==> config.mk <==
export PLATFORM = sky130hd
export DESIGN_NAME = lru_page_replacement_top
export DESIGN_NICKNAME = d
export VERILOG_FILES = /design/src/rtl/core/lrupr_pkg.sv /design/src/rtl/core/lrupr_frame_store.sv /design/src/rtl/core/lrupr_stats.sv /design/src/rtl/core/lru_page_replacement_top.sv
export SDC_FILE = /design/constraint.sdc
export NUM_CORES = 1
export LEC_CHECK = 0
export BUFFER_PORTS_ARGS = -buffer_cell sky130_fd_sc_hd__buf_2
export CORE_MARGIN = 10
export CORE_UTILIZATION = 60
export CTS_BUF_LIST = sky130_fd_sc_hd__clkbuf_4 sky130_fd_sc_hd__clkbuf_8
export DETAILED_ROUTE_END_ITERATION = 7
export GPL_TIMING_DRIVEN = 0
export PLACE_DENSITY = 0.79
export SLEW_MARGIN = 20
export SYNTH_ARGS = -nofsm -noshare
export SYNTH_HDL_FRONTEND = slang
export SYNTH_SLANG_ARGS = --single-unit
==> constraint.sdc <==
create_clock -name clk_i -period 14 [get_ports clk_i]
set_input_delay 2.8 -clock clk_i [delete_from_list [all_inputs] [get_ports clk_i]]
set_output_delay 2.8 -clock clk_i [all_outputs]
set_load 0.005 [all_outputs]
==> src/rtl/core/lrupr_pkg.sv <==
// Shared constants and types for the LRU page replacement block.
// No dependencies; imported by every module under rtl/core.
`timescale 1ns / 1ps

package lrupr_pkg;

  localparam int MAX_FRAMES  = 8;
  localparam int PAGE_W      = 20;
  localparam int CNT_W       = 32;
  localparam int CFG_W       = 4;
  localparam int RANK_W      = (MAX_FRAMES > 1) ? $clog2(MAX_FRAMES) : 1;
  localparam int OCC_W       = $clog2(MAX_FRAMES + 1);
  localparam int LIM_W       = (OCC_W > CFG_W) ? OCC_W : CFG_W;
  localparam int IN_TDATA_W  = ((PAGE_W + 7) / 8) * 8;
  localparam int OUT_BITS    = 2 + PAGE_W + 2 * CNT_W;
  localparam int OUT_TDATA_W = ((OUT_BITS + 7) / 8) * 8;

  localparam logic [CFG_W-1:0] FRAME_COUNT_RST = CFG_W'(3);

  typedef struct packed {
    logic              hit;
    logic              victim_valid;
    logic [PAGE_W-1:0] victim_page;
  } lrupr_lookup_t;

endpackage

==> src/rtl/core/lrupr_frame_store.sv <==
// Frame tags, valid bits and recency ranks with parallel lookup and LRU update.
// Depends on lrupr_pkg.
`timescale 1ns / 1ps

module lrupr_frame_store (
  input  logic                          clk_i,
  input  logic                          rst_ni,
  input  logic [lrupr_pkg::PAGE_W-1:0]  page_i,
  input  logic [lrupr_pkg::CFG_W-1:0]   frame_count_i,
  input  logic                          update_i,
  output lrupr_pkg::lrupr_lookup_t      lookup_o
);
  import lrupr_pkg::*;

  logic [PAGE_W-1:0]     page_q  [MAX_FRAMES];
  logic [RANK_W-1:0]     rank_q  [MAX_FRAMES];
  logic [MAX_FRAMES-1:0] valid_q;

  logic [MAX_FRAMES-1:0] hit_oh, empty_oh, lru_oh, load_oh;
  logic [OCC_W-1:0]      occ, occ_m1;
  logic [RANK_W-1:0]     hit_rank, last_rank;
  logic [LIM_W-1:0]      lim;
  logic [PAGE_W-1:0]     lru_page;
  logic                  hit, evict, empty_found;

  always_comb begin
    occ         = '0;
    hit_oh      = '0;
    empty_oh    = '0;
    hit_rank    = '0;
    empty_found = 1'b0;
    for (int i = 0; i < MAX_FRAMES; i++) begin
      occ = occ + OCC_W'(valid_q[i]);
      if (valid_q[i] && page_q[i] == page_i) begin
        hit_oh[i] = 1'b1;
      end
      if (!valid_q[i] && !empty_found) begin
        empty_oh[i] = 1'b1;
        empty_found = 1'b1;
      end
    end
    hit = |hit_oh;

    // valid frames hold ranks 0..occ-1, so the LRU frame has rank occ-1
    occ_m1    = occ - OCC_W'(1);
    last_rank = occ_m1[RANK_W-1:0];
    lru_oh    = '0;
    lru_page  = '0;
    for (int i = 0; i < MAX_FRAMES; i++) begin
      if (valid_q[i] && rank_q[i] == last_rank) begin
        lru_oh[i] = 1'b1;
        lru_page  = lru_page | page_q[i];
      end
      if (hit_oh[i]) begin
        hit_rank = hit_rank | rank_q[i];
      end
    end

    lim = LIM_W'(frame_count_i);
    if (lim == '0) begin
      lim = LIM_W'(1);
    end else if (lim > LIM_W'(MAX_FRAMES)) begin
      lim = LIM_W'(MAX_FRAMES);
    end

    evict   = !hit && (|valid_q) && ((LIM_W'(occ) >= lim) || (&valid_q));
    load_oh = evict ? lru_oh : empty_oh;

    lookup_o.hit          = hit;
    lookup_o.victim_valid = evict;
    lookup_o.victim_page  = evict ? lru_page : '0;
  end

  always_ff @(posedge clk_i or negedge rst_ni) begin
    if (!rst_ni) begin
      valid_q <= '0;
      for (int i = 0; i < MAX_FRAMES; i++) begin
        rank_q[i] <= '0;
      end
    end else if (update_i) begin
      for (int i = 0; i < MAX_FRAMES; i++) begin
        if (hit) begin
          if (hit_oh[i]) begin
            rank_q[i] <= '0;
          end else if (valid_q[i] && rank_q[i] < hit_rank) begin
            rank_q[i] <= rank_q[i] + RANK_W'(1);
          end
        end else if (load_oh[i]) begin
          valid_q[i] <= 1'b1;
          rank_q[i]  <= '0;
        end else if (valid_q[i]) begin
          rank_q[i] <= rank_q[i] + RANK_W'(1);
        end
      end
    end
  end

  always_ff @(posedge clk_i) begin
    for (int i = 0; i < MAX_FRAMES; i++) begin
      if (update_i && !hit && load_oh[i]) begin
        page_q[i] <= page_i;
      end
    end
  end

  // resident pages are distinct
  a_hit_onehot0 : assert property (@(posedge clk_i) disable iff (!rst_ni)
    $onehot0(hit_oh))
    else $error("more than one frame matched the page");

  a_lru_unique : assert property (@(posedge clk_i) disable iff (!rst_ni)
    (|valid_q) |-> $onehot(lru_oh))
    else $error("LRU frame not unique among valid frames");

  a_miss_fills : assert property (@(posedge clk_i) disable iff (!rst_ni)
    (update_i && !hit) |=> (|valid_q))
    else $error("miss left the store empty");

endmodule

==> src/rtl/core/lrupr_stats.sv <==
// Saturating hit and fault counters.
// Depends on lrupr_pkg.
`timescale 1ns / 1ps

module lrupr_stats (
  input  logic                        clk_i,
  input  logic                        rst_ni,
  input  logic                        update_i,
  input  logic                        hit_i,
  output logic [lrupr_pkg::CNT_W-1:0] hit_total_o,
  output logic [lrupr_pkg::CNT_W-1:0] fault_total_o
);
  import lrupr_pkg::*;

  logic [CNT_W-1:0] hit_cnt_q, hit_cnt_d;
  logic [CNT_W-1:0] fault_cnt_q, fault_cnt_d;

  always_comb begin
    hit_cnt_d   = hit_cnt_q;
    fault_cnt_d = fault_cnt_q;
    if (update_i && hit_i && hit_cnt_q != '1) begin
      hit_cnt_d = hit_cnt_q + CNT_W'(1);
    end
    if (update_i && !hit_i && fault_cnt_q != '1) begin
      fault_cnt_d = fault_cnt_q + CNT_W'(1);
    end
  end

  // totals after the current word
  assign hit_total_o   = hit_cnt_d;
  assign fault_total_o = fault_cnt_d;

  always_ff @(posedge clk_i or negedge rst_ni) begin
    if (!rst_ni) begin
      hit_cnt_q   <= '0;
      fault_cnt_q <= '0;
    end else begin
      hit_cnt_q   <= hit_cnt_d;
      fault_cnt_q <= fault_cnt_d;
    end
  end

  a_hit_nonzero : assert property (@(posedge clk_i) disable iff (!rst_ni)
    (update_i && hit_i) |=> (hit_cnt_q != '0))
    else $error("hit counter zero after a hit");

  a_idle_stable : assert property (@(posedge clk_i) disable iff (!rst_ni)
    !update_i |=> ($stable(hit_cnt_q) && $stable(fault_cnt_q)))
    else $error("counters moved without a lookup");

endmodule

==> src/rtl/core/lru_page_replacement_top.sv <==
// Top level of the LRU page replacement block: stream ports, input and
// result registers, frame_count register.
// Depends on lrupr_pkg, lrupr_frame_store and lrupr_stats.
//
// Usage:
//   Slave stream carries one page reference per word (page number in the low
//   bits of s_axis_tdata_i). Master stream returns one result word per
//   reference: hit flag, victim flag and page, and running hit and fault
//   totals. cfg_we_i/cfg_wdata_i write frame_count (frames in use, 1..8;
//   0 acts as 1). Write it only while no reference is in flight.
//   Path: input register, then result register, which drives the master side.
//   Throughput: one reference per cycle while the master side does not stall;
//   the lookup and LRU pick are combinational across all frames in parallel
//   and the rank update is registered; the next word sees the updated store.
//   Reset: all frames empty, counters zero, frame_count 3.
//   Stall: the result register holds while m_axis_tready_i is low; one more
//   reference is taken into the input register, then s_axis_tready_o drops.
`timescale 1ns / 1ps

module lru_page_replacement_top (
  input  logic                              clk_i,
  input  logic                              rst_ni,
  // cfg: frame_count
  input  logic                              cfg_we_i,
  input  logic [lrupr_pkg::CFG_W-1:0]       cfg_wdata_i,
  // tdata: page_number
  input  logic                              s_axis_tvalid_i,
  output logic                              s_axis_tready_o,
  input  logic [lrupr_pkg::IN_TDATA_W-1:0]  s_axis_tdata_i,
  // tdata: hit, victim_valid, victim_page, hit_total, fault_total
  output logic                              m_axis_tvalid_o,
  input  logic                              m_axis_tready_i,
  output logic [lrupr_pkg::OUT_TDATA_W-1:0] m_axis_tdata_o
);
  import lrupr_pkg::*;

  logic [CFG_W-1:0]  frame_count_q;
  logic              in_valid_q, in_valid_d;
  logic [PAGE_W-1:0] in_page_q;
  logic              out_valid_q, out_valid_d;
  logic [OUT_BITS-1:0] out_data_q;

  lrupr_lookup_t     lookup;
  logic [CNT_W-1:0]  hit_total, fault_total;
  logic              s_acc, advance;

  assign advance         = in_valid_q && (!out_valid_q || m_axis_tready_i);
  assign s_axis_tready_o = !in_valid_q || advance;
  assign s_acc           = s_axis_tvalid_i && s_axis_tready_o;

  always_comb begin
    in_valid_d = in_valid_q;
    if (s_acc) begin
      in_valid_d = 1'b1;
    end else if (advance) begin
      in_valid_d = 1'b0;
    end
    out_valid_d = out_valid_q;
    if (advance) begin
      out_valid_d = 1'b1;
    end else if (m_axis_tready_i) begin
      out_valid_d = 1'b0;
    end
  end

  lrupr_frame_store u_frame_store (
    .clk_i         (clk_i),
    .rst_ni        (rst_ni),
    .page_i        (in_page_q),
    .frame_count_i (frame_count_q),
    .update_i      (advance),
    .lookup_o      (lookup)
  );

  lrupr_stats u_stats (
    .clk_i         (clk_i),
    .rst_ni        (rst_ni),
    .update_i      (advance),
    .hit_i         (lookup.hit),
    .hit_total_o   (hit_total),
    .fault_total_o (fault_total)
  );

  always_ff @(posedge clk_i or negedge rst_ni) begin
    if (!rst_ni) begin
      frame_count_q <= FRAME_COUNT_RST;
      in_valid_q    <= 1'b0;
      out_valid_q   <= 1'b0;
    end else begin
      if (cfg_we_i) begin
        frame_count_q <= cfg_wdata_i;
      end
      in_valid_q  <= in_valid_d;
      out_valid_q <= out_valid_d;
    end
  end

  always_ff @(posedge clk_i) begin
    if (s_acc) begin
      in_page_q <= s_axis_tdata_i[PAGE_W-1:0];
    end
    if (advance) begin
      out_data_q <= {fault_total, hit_total, lookup.victim_page,
                     lookup.victim_valid, lookup.hit};
    end
  end

  assign m_axis_tvalid_o = out_valid_q;
  assign m_axis_tdata_o  = OUT_TDATA_W'(out_data_q);

  a_advance_shows : assert property (@(posedge clk_i) disable iff (!rst_ni)
    advance |=> out_valid_q)
    else $error("processed word did not reach the result register");

  a_stall_blocks : assert property (@(posedge clk_i) disable iff (!rst_ni)
    (in_valid_q && out_valid_q && !m_axis_tready_i) |-> !s_axis_tready_o)
    else $error("input taken while both stages full and stalled");

endmodule

==> impl_metrics.json <==
{
  "overflow": 0,
  "dieArea_um2": 36900,
  "post-route-period-util_pct": 57.0,
  "gp_congestion": 1.02,
  "power_frac_comb_pct": 21.5,
  "min_path_type": "flip-flop to flip-flop",
  "post-cts-setup-buffer-count": 0,
  "drive_gt1_share_pct": 18.6,
  "crit_fanout": 11,
  "synth.top_cells.by_count": "edfxtp_1 (266), xnor2_1 (191), dfrtp_1 (100)",
  "postLayoutCoreUtil_pct": 70.7,
  "setup_viol": 0,
  "fp.dieH_um": 192,
  "ys_seq_area_share_pct": 59.4,
  "stdcell_area_um2": 20400,
  "cts_htree_levels": 2,
  "r2r_slack_ns": 6.02,
  "period_minus_slack_ns": 7.98,
  "slew_headroom_pct": 19.3,
  "rsz0062_at_grt": "false",
  "vias_per_cell": 6.48,
  "rows": 62,
  "startpoint": "u_frame_store.valid_q[0]",
  "synth_edf_count": 266,
  "finalClockSkew_ns": 0.0242,
  "syn_area_per_cell_um2": 12.9,
  "numCtsBuffers": 57,
  "async_flop_share_pct": 27.7,
  "io_buffer_count": 116,
  "grt_pass1_vias": 12800,
  "tightest_slew_ns": 1.20,
  "p_seq_share_pct": 47.0,
  "r2r_cells": 16,
  "slew_viol_final": 0,
  "nets": 1642,
  "diodes": 0,
  "critPathLaunchType": "flip-flop",
  "ys_seq_elements": 368,
  "yosys-top-cells-area": "edfxtp_1 (45%), dfrtp_1 (14%), xnor2_1 (9.4%)",
  "ir_drop_v": 0.000152,
  "cts_tree": "yes",
  "cts_hold_buf": 0,
  "switching_share_pct": 31.0,
  "drt-initial-drc-count": 1477,
  "violations": "design-rule violations",
  "clock-sinks": 368,
  "power_switching_w": 0.000938,
  "drt-total-wl_mm": 57.0,
  "yosysMostFrequentCell": "edfxtp_1",
  "ant_nets": 0,
  "netlist_area_um2": 17800,
  "firstDrtPassIters": 8,
  "drc": 2,
  "yosysWarningCount": 0,
  "core_um2": 28900,
  "endpoint": "u_frame_store.page_q[1][26]",
  "clk_latency_ns": 0.62,
  "fillers": 1979,
  "pre_cts_slack_ns": 6.38,
  "worstSetupPathType": "flip-flop to flip-flop",
  "cts_root_buffer": "clkbuf_8",
  "postLayoutSetupSlackWorst_ns": 6.02,
  "start_util_pct": 61.4,
  "arrival_ns": 8.29,
  "synth_top_area_cell": "edfxtp_1",
  "synth.top_cell.area_share_pct": 45.0,
  "dp_hpwl_mm": 42.0,
  "grt_pass1_wl_mm": 82.9,
  "clockBufferDepth": 3,
  "p_int_w": 0.00209,
  "hold_start": "u_stats.hit_cnt_q[13]",
  "wire_per_inst_um": 28.5,
  "floorplan.die.width_um": 192,
  "place_area_um2": 19200,
  "setup_tns_ns": 0,
  "antenna_found_initial": 0,
  "final_cells": 1998,
  "outcome": "finished with violations",
  "required_ns": 14.31,
  "power.density_nw_per_um2": 148,
  "cts_resized": 0,
  "p_leak_nw": 7.60,
  "setup.worst_path.end_class": "flip-flop",
  "io_pins": 123,
  "timing.rr.end": "u_frame_store.page_q[1][26]",
  "clock_power_share_pct": 31.5,
  "syn-instance-count": 1378,
  "max_clock_freq_mhz": 125,
  "cap_violations": 0,
  "clkSlewWorstSetupHoldPaths_ns": 0.07,
  "grt_max_degree": 71,
  "synthDistinctLibCells": 68,
  "area_growth_pct": 15.1,
  "hold_viol_final": 0,
  "vias": 13000,
  "timing.rr.start": "u_frame_store.valid_q[0]",
  "dp_cells": 1893,
  "synth_flop_cell": "edfxtp_1",
  "grt_usage_pct": 30.4
}
## power groups by stage
stage	clock network (W)	registers, W	logic, W
CTS	0.000960	0.00142	0.000638
global route	0.00101	0.00143	0.000697
finish	0.000953	0.00142	0.000649
detailed placement	0	0.00144	0.000632
floorplan	0	0.00141	0.000367
global placement	0	0.00144	0.000587
## logic make-up after synthesis
logic type,share of synthesized area [%]
flops,59.4
compound gates,8.37
fa+ha+maj,3.06
simple gates,12.5
buf+inv,3.04
other cells,0.0211
mux,1.39
xor+xnor,12.2
## cell type report
class	count	area [um2]	area share [%]
Sequential cell	368	10500	51.6
Multi-Input combinational cell	901	6780	33.1
Clock buffer	84	1040	5.07
Timing Repair Buffer	130	888	4.35
Tap cell	384	480	2.35
Buffer	61	360	1.76
Inverter	49	184	0.900
Clock inverter	21	176	0.863
## flip-flops by register name, summed over array words and instances, names as in the netlist, 4 cells and up
name and cells:
u_stats.hit_cnt_q 32, out_data_q 86, u_stats.fault_cnt_q 32, u_frame_store.valid_q 8, u_frame_store.rank_q 24, frame_count_q 4
in_page_q 20, u_frame_store.page_q 160
## placed cells by master, fill, tap and decap left out, drive strengths merged, types with 5 or more instances in the layout
cell type / count
edfxtp: 266
xnor2: 191
buf: 162
clkbuf: 113
dfrtp: 100
nand4: 61
nand3: 58
xor2: 56
a22oi: 51
inv: 49
nand2: 47
nor2: 46
ha: 37
nor4: 35
and3: 28
o21ai: 27
nor3: 24
a22o: 23
and4: 23
a221oi: 22
a31oi: 22
a21oi: 16
clkinv: 15
nand2b: 13
mux2i: 13
and2: 11
mux2: 10
or3: 10
a32oi: 8
o211ai: 7
o31ai: 7
o21bai: 6
nand4b: 5
a211oi: 5
## critical path, cell delays in order (launching register included)
cell and delay, ns:
dfrtp_1 0.63, inv_1 0.17, ha_1 0.33, inv_1 0.06
fa_1 0.51, fa_1 0.43, fa_1 0.43, fa_1 0.47
ha_1 0.29, clkbuf_1 0.50, xnor2_1 0.17, nor4_2 0.99
clkbuf_1 0.80, clkbuf_1 0.81, mux2i_1 0.31, nor2_4 0.53
buf_16 0.22
## per-stage QoR
step	hold WS, ns	total power (W)
after floorplan	0.446	0.00178
after detailed placement	0.480	0.00207
after global routing	0.507	0.00314
after CTS	0.494	0.00301
after global placement	0.466	0.00202
final	0.494	0.00302
## worst min-delay path by stage
stage	endpoint	slack [ns]	depth (start not counted)
2_1_floorplan	u_stats.fault_cnt_q[28]	0.45	1
3_3_place_gp	u_stats.fault_cnt_q[28]	0.47	1
3_5_place_dp	u_stats.hit_cnt_q[13]	0.48	1
4_1_cts	u_stats.hit_cnt_q[23]	0.49	1
5_1_grt	u_stats.fault_cnt_q[28]	0.51	1
6_report	u_stats.hit_cnt_q[13]	0.49	1
## per-layer routing
metal | routed length [um] | GRT usage (%)
met1 | 21700 | 37.8
met2 | 27600 | 50.6
met3 | 5050 | 6.20
met4 | 2610 | 13.7
met5 | 0 | 0
Note: power is estimated with default switching activity, not from simulation.
